===== config.mk =====
export PLATFORM = sky130hd
export DESIGN_NAME = i2c_master_byte_engine
export DESIGN_NICKNAME = d
export VERILOG_FILES = /design/src/rtl/i2cm_pkg.sv /design/src/rtl/i2cm_front.sv /design/src/rtl/i2cm_queue.sv /design/src/rtl/i2cm_seq.sv /design/src/rtl/i2c_master_byte_engine.sv
export VERILOG_INCLUDE_DIRS = /design/src /design/src/rtl
export SDC_FILE = /design/constraint.sdc
export NUM_CORES = 1
export LEC_CHECK = 0
export BUFFER_PORTS_ARGS = -buffer_cell sky130_fd_sc_hd__clkbuf_2
export CAP_MARGIN = 20
export CORE_ASPECT_RATIO = 1.75
export CORE_MARGIN = 10
export CORE_UTILIZATION = 50
export CTS_BUF_LIST = sky130_fd_sc_hd__clkbuf_4
export DETAILED_ROUTE_END_ITERATION = 16
export HOLD_SLACK_MARGIN = 0.08
export PLACE_DENSITY = 0.8
export SYNTH_ARGS = -nofsm -noshare
export SYNTH_HDL_FRONTEND = slang
export SYNTH_SLANG_ARGS = --single-unit

===== constraint.sdc =====
create_clock -name i_clk -period 5.3 [get_ports i_clk]
set_clock_uncertainty 0.15 [all_clocks]
set_input_delay 0 -clock i_clk [delete_from_list [all_inputs] [get_ports i_clk]]
set_output_delay 0 -clock i_clk [all_outputs]
set_load 0.02 [all_outputs]

===== src/rtl/i2c_master_byte_engine_assert.svh =====
// ----------------------------------------------------------------------------
// I2C master byte engine assertion macros
// Concurrent assertion wrappers; empty when SYNTH is defined.
// ----------------------------------------------------------------------------
`ifndef I2C_MASTER_BYTE_ENGINE_ASSERT_SVH
`define I2C_MASTER_BYTE_ENGINE_ASSERT_SVH

`ifndef SYNTH
// Assertion disabled while the active-low reset is asserted
`define I2CM_ASSERT(lbl, clk, rst_n, prop, msg) \
    lbl: assert property (@(posedge clk) disable iff (!(rst_n)) (prop)) else $error(msg);
// Assertion that is checked during reset as well
`define I2CM_ASSERT_ALWAYS(lbl, clk, prop, msg) \
    lbl: assert property (@(posedge clk) (prop)) else $error(msg);
`else
`define I2CM_ASSERT(lbl, clk, rst_n, prop, msg)
`define I2CM_ASSERT_ALWAYS(lbl, clk, prop, msg)
`endif

`endif


===== src/rtl/i2cm_pkg.sv =====
// ----------------------------------------------------------------------------
// i2cm_pkg
// Shared types and constants of the I2C master byte engine.
// ----------------------------------------------------------------------------
`default_nettype none

package i2cm_pkg;

    // Queue between front and back
    localparam int QueuePtrW  = 2;
    localparam int QueueDepth = 1 << QueuePtrW;
    localparam int QueueCntW  = QueuePtrW + 1;

    localparam logic [15:0] WaitReset = 16'd100;

    typedef enum logic [2:0] {
        OP_START   = 3'd0,
        OP_STOP    = 3'd1,
        OP_SEND    = 3'd2,
        OP_RX_ACK  = 3'd3,
        OP_RX_NACK = 3'd4
    } t_op;

    typedef enum logic [2:0] {
        ST_OK       = 3'd0,
        ST_BUS_BUSY = 3'd1,
        ST_BUS_ERR  = 3'd2,
        ST_NO_ACK   = 3'd3,
        ST_REJECT   = 3'd4
    } t_status;

    // Classified word kind
    typedef enum logic [1:0] {
        K_TICK = 2'd0,
        K_CMD  = 2'd1,
        K_BAD  = 2'd2
    } t_kind;

    typedef enum logic [4:0] {
        PH_IDLE    = 5'd0,
        PH_ST_HI   = 5'd1,
        PH_ST_LO   = 5'd2,
        PH_ST_HOLD = 5'd3,
        PH_SP_A    = 5'd4,
        PH_SP_B    = 5'd5,
        PH_SP_C    = 5'd6,
        PH_TX_DATA = 5'd7,
        PH_TX_HIGH = 5'd8,
        PH_TX_LOW  = 5'd9,
        PH_AK_REL  = 5'd10,
        PH_AK_HIGH = 5'd11,
        PH_AK_END  = 5'd12,
        PH_RX_HIGH = 5'd13,
        PH_RX_LOW  = 5'd14,
        PH_MA_DATA = 5'd15,
        PH_MA_HIGH = 5'd16,
        PH_MA_LOW  = 5'd17
    } t_phase;

    // One classified word as it travels through the queue
    typedef struct packed {
        t_kind      kind;
        t_op        op;
        logic [7:0] tx_byte;
        logic       sda;
    } t_item;

endpackage

`default_nettype wire


===== src/rtl/i2cm_front.sv =====
// ----------------------------------------------------------------------------
// i2cm_front
// Input side: accepts words and classifies them as tick, command or bad op.
// ----------------------------------------------------------------------------
`default_nettype none

module i2cm_front
    import i2cm_pkg::*;
(
    input  wire logic       i_in_valid,
    output logic            o_in_ready,
    input  wire logic       i_req_type,
    input  wire logic [2:0] i_op,
    input  wire logic [7:0] i_tx_byte,
    input  wire logic       i_sda_level,
    input  wire logic       i_q_full,
    output logic            o_push,
    output t_item           o_item
);

    // Accept whenever the queue has room
    assign o_in_ready = !i_q_full;
    assign o_push     = i_in_valid && !i_q_full;

    // Classify the word
    always_comb begin
        o_item         = '0;
        o_item.op      = t_op'(i_op);
        o_item.tx_byte = i_tx_byte;
        o_item.sda     = i_sda_level;
        if (!i_req_type) begin
            o_item.kind = K_TICK;
        end else if (i_op <= 3'(OP_RX_NACK)) begin
            o_item.kind = K_CMD;
        end else begin
            o_item.kind = K_BAD;
        end
    end

endmodule

`default_nettype wire


===== src/rtl/i2cm_queue.sv =====
// ----------------------------------------------------------------------------
// i2cm_queue
// Small show-ahead queue between the front and the back.
// ----------------------------------------------------------------------------
`default_nettype none

module i2cm_queue
    import i2cm_pkg::*;
(
    input  wire logic  i_clk,
    input  wire logic  i_rst_n,
    input  wire logic  i_push,
    input  wire t_item i_item,
    input  wire logic  i_pop,
    output logic       o_full,
    output logic       o_empty,
    output t_item      o_item
);

    t_item                 r_mem [QueueDepth];
    logic [QueuePtrW-1:0]  r_wr_ptr;
    logic [QueuePtrW-1:0]  r_rd_ptr;
    logic [QueueCntW-1:0]  r_count;

    assign o_full  = (r_count == QueueCntW'(QueueDepth));
    assign o_empty = (r_count == '0);
    assign o_item  = r_mem[r_rd_ptr];

    // Store pushed word
    always_ff @(posedge i_clk) begin
        if (i_push) begin
            r_mem[r_wr_ptr] <= i_item;
        end
    end

    // Advance pointers and count
    always_ff @(posedge i_clk) begin
        if (!i_rst_n) begin
            r_wr_ptr <= '0;
            r_rd_ptr <= '0;
            r_count  <= '0;
        end else begin
            if (i_push) begin
                r_wr_ptr <= r_wr_ptr + QueuePtrW'(1);
            end
            if (i_pop) begin
                r_rd_ptr <= r_rd_ptr + QueuePtrW'(1);
            end
            if (i_push && !i_pop) begin
                r_count <= r_count + QueueCntW'(1);
            end else if (!i_push && i_pop) begin
                r_count <= r_count - QueueCntW'(1);
            end
        end
    end

endmodule

`default_nettype wire


===== src/rtl/i2cm_seq.sv =====
// ----------------------------------------------------------------------------
// i2cm_seq
// Back side: pin sequencer with phase wait counter and result register.
// ----------------------------------------------------------------------------
`default_nettype none

`include "i2c_master_byte_engine_assert.svh"

module i2cm_seq
    import i2cm_pkg::*;
(
    input  wire logic        i_clk,
    input  wire logic        i_rst_n,
    input  wire logic        i_cfg_we,
    input  wire logic [15:0] i_cfg_wdata,
    input  wire logic        i_q_empty,
    input  wire t_item       i_item,
    output logic             o_pop,
    output logic             o_out_valid,
    input  wire logic        i_out_ready,
    output logic             o_scl_release,
    output logic             o_sda_release,
    output logic             o_busy_res,
    output logic             o_done_res,
    output logic [2:0]       o_status,
    output logic [7:0]       o_rx_byte
);

    logic [15:0] r_wait_cfg;
    t_phase      r_phase,      n_phase;
    logic [15:0] r_wait_count, n_wait_count;
    logic [3:0]  r_bit_count,  n_bit_count;
    logic [7:0]  r_shift,      n_shift;
    t_op         r_cur_op,     n_cur_op;
    logic        r_scl,        n_scl;
    logic        r_sda,        n_sda;
    t_status     r_last,       n_last;
    logic [7:0]  r_rx,         n_rx;

    logic        r_out_valid;
    logic        r_out_scl, r_out_sda, r_out_busy, r_out_done;
    t_status     r_out_status;
    logic [7:0]  r_out_rx;

    logic        step;
    logic        is_idle;
    logic        cmd_ok;
    logic        rejected;
    logic        fire;
    logic        done;
    logic [15:0] wait_load;
    logic [3:0]  bit_inc;

    // Take the next word when the result register is free or draining
    assign step     = !i_q_empty && (!r_out_valid || i_out_ready);
    assign o_pop    = step;
    assign is_idle  = (r_phase == PH_IDLE);
    assign cmd_ok   = step && (i_item.kind == K_CMD) && is_idle;
    assign rejected = (i_item.kind == K_BAD) || ((i_item.kind == K_CMD) && !is_idle);
    // A tick that ends the current wait
    assign fire     = step && (i_item.kind == K_TICK) && !is_idle && (r_wait_count <= 16'd1);
    assign wait_load = (r_wait_cfg == '0) ? 16'd1 : r_wait_cfg;
    assign bit_inc  = r_bit_count + 4'd1;
    assign done     = fire && (n_phase == PH_IDLE);

    // Next phase
    always_comb begin
        n_phase = r_phase;
        if (cmd_ok) begin
            unique case (i_item.op)
                OP_START: n_phase = PH_ST_HI;
                OP_STOP:  n_phase = PH_SP_A;
                OP_SEND:  n_phase = PH_TX_DATA;
                default:  n_phase = PH_RX_HIGH;
            endcase
        end else if (fire) begin
            unique case (r_phase)
                PH_ST_HI:   n_phase = i_item.sda ? PH_ST_LO : PH_IDLE;
                PH_ST_LO:   n_phase = i_item.sda ? PH_IDLE : PH_ST_HOLD;
                PH_SP_A:    n_phase = PH_SP_B;
                PH_SP_B:    n_phase = PH_SP_C;
                PH_TX_DATA: n_phase = PH_TX_HIGH;
                PH_TX_HIGH: n_phase = PH_TX_LOW;
                PH_TX_LOW:  n_phase = bit_inc[3] ? PH_AK_REL : PH_TX_DATA;
                PH_AK_REL:  n_phase = PH_AK_HIGH;
                PH_AK_HIGH: n_phase = i_item.sda ? PH_IDLE : PH_AK_END;
                PH_RX_HIGH: n_phase = PH_RX_LOW;
                PH_RX_LOW:  n_phase = bit_inc[3] ? PH_MA_DATA : PH_RX_HIGH;
                PH_MA_DATA: n_phase = PH_MA_HIGH;
                PH_MA_HIGH: n_phase = PH_MA_LOW;
                default:    n_phase = PH_IDLE;
            endcase
        end
    end

    // Wait counter: load on every pin phase, count down on ticks
    always_comb begin
        n_wait_count = r_wait_count;
        if (cmd_ok) begin
            n_wait_count = wait_load;
        end else if (fire) begin
            n_wait_count = (n_phase == PH_IDLE) ? 16'd0 : wait_load;
        end else if (step && (i_item.kind == K_TICK) && !is_idle) begin
            n_wait_count = r_wait_count - 16'd1;
        end
    end

    // Pin drives, shifter, bit counter and status
    always_comb begin
        n_bit_count = r_bit_count;
        n_shift     = r_shift;
        n_cur_op    = r_cur_op;
        n_scl       = r_scl;
        n_sda       = r_sda;
        n_last      = r_last;
        n_rx        = r_rx;
        if (cmd_ok) begin
            n_cur_op    = i_item.op;
            n_bit_count = '0;
            unique case (i_item.op)
                OP_START: begin
                    n_sda = 1'b1;
                    n_scl = 1'b1;
                end
                OP_STOP: begin
                    n_sda = 1'b0;
                end
                OP_SEND: begin
                    n_sda   = i_item.tx_byte[7];
                    n_shift = {i_item.tx_byte[6:0], 1'b0};
                end
                default: begin
                    n_shift = '0;
                    n_sda   = 1'b1;
                    n_scl   = 1'b1;
                end
            endcase
        end else if (fire) begin
            unique case (r_phase)
                PH_ST_HI: begin
                    if (i_item.sda) begin
                        n_sda = 1'b0;
                    end else begin
                        n_last = ST_BUS_BUSY;
                    end
                end
                PH_ST_LO: begin
                    if (i_item.sda) begin
                        n_last = ST_BUS_ERR;
                    end else begin
                        n_scl = 1'b0;
                    end
                end
                PH_SP_A:    n_scl = 1'b1;
                PH_SP_B:    n_sda = 1'b1;
                PH_TX_DATA: n_scl = 1'b1;
                PH_TX_HIGH: n_scl = 1'b0;
                PH_TX_LOW: begin
                    n_bit_count = bit_inc;
                    if (bit_inc[3]) begin
                        n_sda = 1'b1;
                    end else begin
                        n_sda   = r_shift[7];
                        n_shift = {r_shift[6:0], 1'b0};
                    end
                end
                PH_AK_REL:  n_scl = 1'b1;
                PH_AK_HIGH: begin
                    n_scl = 1'b0;
                    if (i_item.sda) begin
                        n_last = ST_NO_ACK;
                    end
                end
                PH_RX_HIGH: begin
                    n_shift = {r_shift[6:0], i_item.sda};
                    n_scl   = 1'b0;
                end
                PH_RX_LOW: begin
                    n_bit_count = bit_inc;
                    if (bit_inc[3]) begin
                        n_rx  = r_shift;
                        n_sda = (r_cur_op == OP_RX_ACK) ? 1'b0 : 1'b1;
                    end else begin
                        n_scl = 1'b1;
                    end
                end
                PH_MA_DATA: n_scl = 1'b1;
                PH_MA_HIGH: n_scl = 1'b0;
                PH_ST_HOLD, PH_SP_C, PH_AK_END, PH_MA_LOW: begin
                    n_last = ST_OK;
                end
                default: begin
                end
            endcase
        end
    end

    // Hold the configuration register
    always_ff @(posedge i_clk) begin
        if (!i_rst_n) begin
            r_wait_cfg <= WaitReset;
        end else if (i_cfg_we) begin
            r_wait_cfg <= i_cfg_wdata;
        end
    end

    // Advance sequencer state
    always_ff @(posedge i_clk) begin
        if (!i_rst_n) begin
            r_phase      <= PH_IDLE;
            r_wait_count <= '0;
            r_bit_count  <= '0;
            r_shift      <= '0;
            r_cur_op     <= OP_START;
            r_scl        <= 1'b1;
            r_sda        <= 1'b1;
            r_last       <= ST_OK;
            r_rx         <= '0;
        end else if (step) begin
            r_phase      <= n_phase;
            r_wait_count <= n_wait_count;
            r_bit_count  <= n_bit_count;
            r_shift      <= n_shift;
            r_cur_op     <= n_cur_op;
            r_scl        <= n_scl;
            r_sda        <= n_sda;
            r_last       <= n_last;
            r_rx         <= n_rx;
        end
    end

    // Result register valid
    always_ff @(posedge i_clk) begin
        if (!i_rst_n) begin
            r_out_valid <= 1'b0;
        end else if (step) begin
            r_out_valid <= 1'b1;
        end else if (i_out_ready) begin
            r_out_valid <= 1'b0;
        end
    end

    // Result register payload
    always_ff @(posedge i_clk) begin
        if (step) begin
            r_out_scl    <= n_scl;
            r_out_sda    <= n_sda;
            r_out_busy   <= (n_phase != PH_IDLE);
            r_out_done   <= done;
            r_out_status <= rejected ? ST_REJECT : n_last;
            r_out_rx     <= n_rx;
        end
    end

    assign o_out_valid   = r_out_valid;
    assign o_scl_release = r_out_scl;
    assign o_sda_release = r_out_sda;
    assign o_busy_res    = r_out_busy;
    assign o_done_res    = r_out_done;
    assign o_status      = r_out_status;
    assign o_rx_byte     = r_out_rx;

    `I2CM_ASSERT(a_busy_has_wait, i_clk, i_rst_n, (r_phase != PH_IDLE) |-> (r_wait_count != 16'd0), "active phase with zero wait count")
    `I2CM_ASSERT(a_bit_count_range, i_clk, i_rst_n, r_bit_count <= 4'd8, "bit count beyond eight")
    `I2CM_ASSERT(a_done_not_busy, i_clk, i_rst_n, (r_out_valid && r_out_done) |-> !r_out_busy, "done result still shows busy")
    `I2CM_ASSERT(a_reject_status, i_clk, i_rst_n, (step && rejected) |=> (r_out_valid && (r_out_status == ST_REJECT)), "rejected word without reject status")

endmodule

`default_nettype wire


===== src/rtl/i2c_master_byte_engine.sv =====
// Path: an accepted word is written into the queue; when the sequencer takes it,
// its result is written into the result register.
// Throughput: one word per cycle, ticks and commands alike, while the queue has
// room and the result register drains; a 4-entry queue decouples input and output.
// Reset: synchronous, active low; clears the queue, the sequencer (idle, pins
// released) and the result valid flag; the wait register reloads 100.
// ----------------------------------------------------------------------------
// i2c_master_byte_engine
// I2C master byte controller: start, stop, byte send and receive with ack.
// ----------------------------------------------------------------------------
`default_nettype none

module i2c_master_byte_engine
    import i2cm_pkg::*;
(
    input  wire logic        i_clk,
    input  wire logic        i_rst_n,
    input  wire logic        i_cfg_we,
    input  wire logic [15:0] i_cfg_wdata,
    input  wire logic        i_in_valid,
    output logic             o_in_ready,
    input  wire logic        i_req_type,
    input  wire logic [2:0]  i_op,
    input  wire logic [7:0]  i_tx_byte,
    input  wire logic        i_sda_level,
    output logic             o_out_valid,
    input  wire logic        i_out_ready,
    output logic             o_scl_release,
    output logic             o_sda_release,
    output logic             o_busy_res,
    output logic             o_done_res,
    output logic [2:0]       o_status,
    output logic [7:0]       o_rx_byte
);

    logic  q_full;
    logic  q_empty;
    logic  push;
    logic  pop;
    t_item push_item;
    t_item head_item;

    i2cm_front u_front (
        .i_in_valid  (i_in_valid),
        .o_in_ready  (o_in_ready),
        .i_req_type  (i_req_type),
        .i_op        (i_op),
        .i_tx_byte   (i_tx_byte),
        .i_sda_level (i_sda_level),
        .i_q_full    (q_full),
        .o_push      (push),
        .o_item      (push_item)
    );

    i2cm_queue u_queue (
        .i_clk   (i_clk),
        .i_rst_n (i_rst_n),
        .i_push  (push),
        .i_item  (push_item),
        .i_pop   (pop),
        .o_full  (q_full),
        .o_empty (q_empty),
        .o_item  (head_item)
    );

    i2cm_seq u_seq (
        .i_clk         (i_clk),
        .i_rst_n       (i_rst_n),
        .i_cfg_we      (i_cfg_we),
        .i_cfg_wdata   (i_cfg_wdata),
        .i_q_empty     (q_empty),
        .i_item        (head_item),
        .o_pop         (pop),
        .o_out_valid   (o_out_valid),
        .i_out_ready   (i_out_ready),
        .o_scl_release (o_scl_release),
        .o_sda_release (o_sda_release),
        .o_busy_res    (o_busy_res),
        .o_done_res    (o_done_res),
        .o_status      (o_status),
        .o_rx_byte     (o_rx_byte)
    );

endmodule

`default_nettype wire

* After elaboration in Yosys (flattened, before gate mapping) *
Memory sizes are Yosys's and may differ from the RTL's. A register that Yosys moved wholly into a read port is not among the register bits.
Cells that the tools add are included.

word-level totals
  register bits after elaboration = 88
  memory bits (writable) = 56
  input port bits = 34
  logic and storage cells = 152
  memories kept = 1

memory list
  name           words  bits a word  rd ports  clocked after Yosys merged registers in  write ports  line              text
  u_queue.r_mem  4      14           1         1                                        1            i2cm_queue.sv:20  t_item r_mem [QueueDepth];

operators by class
  $add $sub $neg = 6
  magnitude comparators = 2
  equality and inequality tests = 25
  muxes and demuxes = 56
  reductions and logical operators = 42

operators by type and width
  operator                 number
  $mux W16                 5
  $pmux W5 S13             1
  $mux W8                  7
  $eq A5 B4 Y1 const B     8
  $pmux W8 S2              2
  $mux W3                  7
  $eq A5 B3 Y1 const B     4
  $mux W4                  5
  $le A16 B1 Y1 const B    1
  $logic_not A16 Y1        1
  $sub A16 B1 Y16 const B  1
  $mux W1                  15
  $mux W2                  7
  $pmux W3 S4              1
  $pmux W4 S3              1
  $reduce_or A4 Y1         3
  $logic_and A1 B1 Y1      11
  $eq A5 B2 Y1 const B     2
  $eq A5 B5 Y1 const B     2
  $logic_not A5 Y1         2
  $mux W5                  2
  $pmux W1 S4              2
  $reduce_bool A2 Y1       4
  $eq A3 B2 Y1 const B     2
  23 further kinds         35

* Longest topological paths before layout *
  depth after elaboration = 12
  gate-level depth with buffers = 10
  gate-level depth less buffers = 9

* Hierarchy *
Synthesis repeated with hierarchy kept, for this count alone.

unflattened totals
  cell total of the unflattened synthesis = 621
  area total of the unflattened synthesis = 6902.9 um^2

by module, submodules not included
  module      instances  cells each  area each (um^2)  sequential area each (um^2)
  i2cm_seq    1          487         4290.4            1771.7
  i2cm_queue  1          116         2493.6            1861.8
  i2cm_front  1          18          118.9             0.0

* Least setup slack after synthesis *
Ideal clock, no wire load.

  kind = register to register
  start = reg (tool-made name)
  end = reg u_seq.r_out_status[1], in the netlist u_seq.o_status[1], data pin
  arrival time = 2373 ps
  required time = 4895 ps
  path slack = 2522 ps
  stages on the path, launching flop included = 10
  path through = dfxtp_1 -> buf_6 -> mux4_2 -> or3_4 -> nor4_4 -> buf_6 -> and2_1 -> nand2_1 -> a22o_1 -> and2_1

RTL lines
  element                 line             text
  end signal: assignment  i2cm_seq.sv:250  r_out_status <= rejected ? ST_REJECT : n_last;
  end: declaration        i2cm_seq.sv:42   t_status r_out_status;

==> results.md <==
* Mux cell area share after synthesis at 9.485%
* Die area at 0.01868 mm²
* Critical path arrival at 4.17 ns
* Yosys reg bits at ~150
* Met1 WL at 5.926 mm
* Worst skew pair latency at 0.53 ns
* Clk root buf: clkbuf_4
* Syn Area/Cell at 10.92 µm²
* All-Layer GR Usage at 17.40%
* Layout cells sized above 1 at 17.25%
* Largest family of logic cells by synthesized area: simple AND/OR/NAND/NOR gates
* Die height at 173.5 µm
* Core area at 0.01331 mm²
* Worst min path class: input pin to flip-flop
* Vias at 5219
* Top sig layer: met4
* Endpoint class of the critical path: flip-flop
* Initial Util at around half
* Area grow syn2layout at 21.26%
* Min cycle time layout at ~3.8 ns
* Grt ovf at 0
* Wirelength, routed at between 15 and 20 mm
* Detail Placement HPWL at 11.20 mm
* Compound-gate portion of the synthesized area at 13.06%
* Max Freq at 260.5 MHz
* Gates resized, CTS repair at 0
* Gate Count Post-Synth at about 620
* Critical Path Source Type: flip-flop
* Seq/Total Area, Yosys at 54.01%
* Slew margin rel. at 25.61%
* First-pass GRT wire length at 26.41 mm
* TritonCTS Buffers at 17
* Critical Path RT at 5.63 ns
* Metal2 WL at about 9.0 mm
* CTS tree: yes
* Commonest non-fill, non-tap cell in the layout: nor2_1
* Port Buffers at 50
* Drt pass-1 iters at 8
* Hold path cells at 2
* Routed length on met3 at roughly 690 µm
* Status: completed
* Vias in the first global route at 5385
* Cell variety after synth at 65
* R2R depth at 8
* IO Count at 51
* Initial detailed-routing violation count at a little under 400
* # hold bufs at CTS at 73
* Die X at 107.7 µm
* Placed Area at just over 0.007 mm²
* Final hold violations at 0
* Worst hold margin at 0.1176 ns
* Synth Area in Simple Gates at between 10% and 20%
* H-tree levels at 4
* Vias per inst at 5.691
* # nets final at 772
* Final core occ at between 60% and 70%
* Clock tree buffer depth at 2
* Largest net degree at the start of global routing at 41
* P_leak at ~3.1 nW
* Crit share post-route at 72.42%
* Most frequent cells in the layout: nor2_1, dfxtp_1, dlygate4sd3_1
* Pwr/cell area at about 530 mW/mm²
* Initial antenna violation count at 1
* Total power draw at 4.342 mW
* Avg WL per Cell at 17.56 µm
* Crit Path Category: flip-flop to flip-flop
* Design area at 0.008158 mm²
* Final setup vio count at 0
* Setup TNS at 0 ns
* Post-CTS setup buffer count at 0
* R2r setup slk at 1.46 ns
* DRC Markers at 0
* Sink Count at 146
* RSZ-0062 raised after global routing: false
* Max_cap viols at 0
* Post-synth top flop: dfxtp_1
* Routability Congestion at roughly 0.9
* Worst-margin pin slew at 1.116 ns
* Worst-path clk slew at 0.13 ns
* Final slew viol count at 0
* Synth Area in Adders at 1.785%
* Synth Net Count at roughly 660
* XOR/XNOR share of the synthesized area at between 2 and 3%
* Rows at 56
* Synth warn at 0
* Worst IR drop on VDD at approximately 240 µV
* Antenna-violating nets left at 0
* Synth Cell Area at 0.006728 mm²
* FFs w/ async S/R, synth at 0%
* Max FO, Critical Path at 19
* Post-synth EDFFs at 71
cell families (layout without fill, tap and decap cells):
group / count (synthesis) / count (layout)
and+or+nand+nor: 215 / 215
DFF: 146 / 146
AOI/OAI and AO/OA: 132 / 132
buffers and inverters: 48 / 174
muxes: 45 / 45
xor gates and xnor gates: 21 / 21
adders and majority gates: 9 / 9
other: 0 / 1
power breakdown:
group | internal, mW | leakage (nW) | switching, mW | total [mW]
Clock | 0.354 | 0.183 | 0.454 | 0.808
Combinational | 0.739 | 1.63 | 1.17 | 1.91
Sequential | 1.42 | 1.27 | 0.205 | 1.62
metal layers:
| metal | up-vias | global-route usage (%) |
|---|---|---|
| li1 | 2498 | - |
| met1 | 2518 | 17.95 |
| met2 | 167 | 32.27 |
| met3 | 36 | 3.090 |
| met4 | 0 | 8.277 |
| met5 | - | 0 |
state kept, by name, summed over array words and instances, names as in the netlist, named ones only:
| signal | count |
|---|---|
| u_seq.r_bit_count | 4 |
| u_seq.o_scl_release | 1 |
| u_queue.r_count | 3 |
| u_seq.r_scl | 1 |
| u_seq.r_sda | 1 |
| u_seq.o_sda_release | 1 |
| u_queue.r_mem | 56 |
| u_seq.o_out_valid | 1 |
| u_seq.r_shift | 8 |
| u_seq.o_done_res | 1 |
| u_seq.o_busy_res | 1 |
| u_seq.r_last | 3 |
| u_seq.r_cur_op | 3 |
| u_queue.r_rd_ptr | 2 |
| u_seq.r_wait_count | 16 |
| u_seq.o_status | 3 |
| u_seq.r_wait_cfg | 16 |
| u_seq.o_rx_byte | 8 |
| u_seq.r_rx | 8 |
| u_queue.r_wr_ptr | 2 |
| u_seq.r_phase | 5 |
critical path, cell delays in order (launching register included):
cell and delay (ns):
dfxtp_1 0.34, buf_4 0.27, mux4_2 0.56, or3_4 0.39
or2_0 0.62, nand2_1 0.54, o21ai_0 0.21, a2111oi_0 0.50
a21o_1 0.20
layout make-up:
| class | instances | area, µm² |
|---|---|---|
| fill | 1089 | 5155 |
| sequential | 146 | 3633 |
| multi-input combinational | 422 | 2889 |
| timing repair buffer | 129 | 1026 |
| tap | 174 | 217.7 |
| clock inverter | 15 | 212.7 |
| clock buffer | 17 | 127.6 |
| inverter | 13 | 48.80 |
| antenna | 1 | 2.502 |
metrics by stage:
| step | std cells | setup slack (ns) |
|---|---|---|
| 6_report | 917 | 1.462 |
| 5_1_grt | 917 | 1.349 |
| 4_1_cts | 916 | 1.564 |
| 3_5_place_dp | 811 | 1.632 |
| 3_3_place_gp | 811 | 1.816 |
| 2_1_floorplan | 616 | 2.522 |
Yosys cell counts (11+ instances only):
| cell | number | share of area (%) |
|---|---|---|
| edfxtp_1 | 71 | 32 |
| xnor2_1 | 11 | 1.4 |
| nand2_1 | 45 | 2.5 |
| clkbuf_1 | 25 | 1.4 |
| o21ai_0 | 37 | 2.8 |
| mux4_2 | 14 | 4.7 |
| and2_1 | 15 | 1.4 |
| nor2_1 | 77 | 4.3 |
| mux2i_1 | 21 | 3.1 |
| inv_1 | 13 | 0.73 |
| dfxtp_1 | 75 | 22 |
| a21oi_1 | 25 | 1.9 |
| nor3_1 | 16 | 1.2 |
| a22oi_1 | 13 | 1.5 |
final timing paths:
check	startpoint	endpoint
worst max-delay path	flip-flop	u_seq.r_wait_count[4]
worst min-delay path	i_tx_byte[1]	u_queue.r_mem[1][2]
worst max register to register	flip-flop	u_seq.r_wait_count[4]
worst min register to register	u_seq.r_cur_op[1]	u_seq.r_cur_op[1]
(Power assumes the default switching activity.)
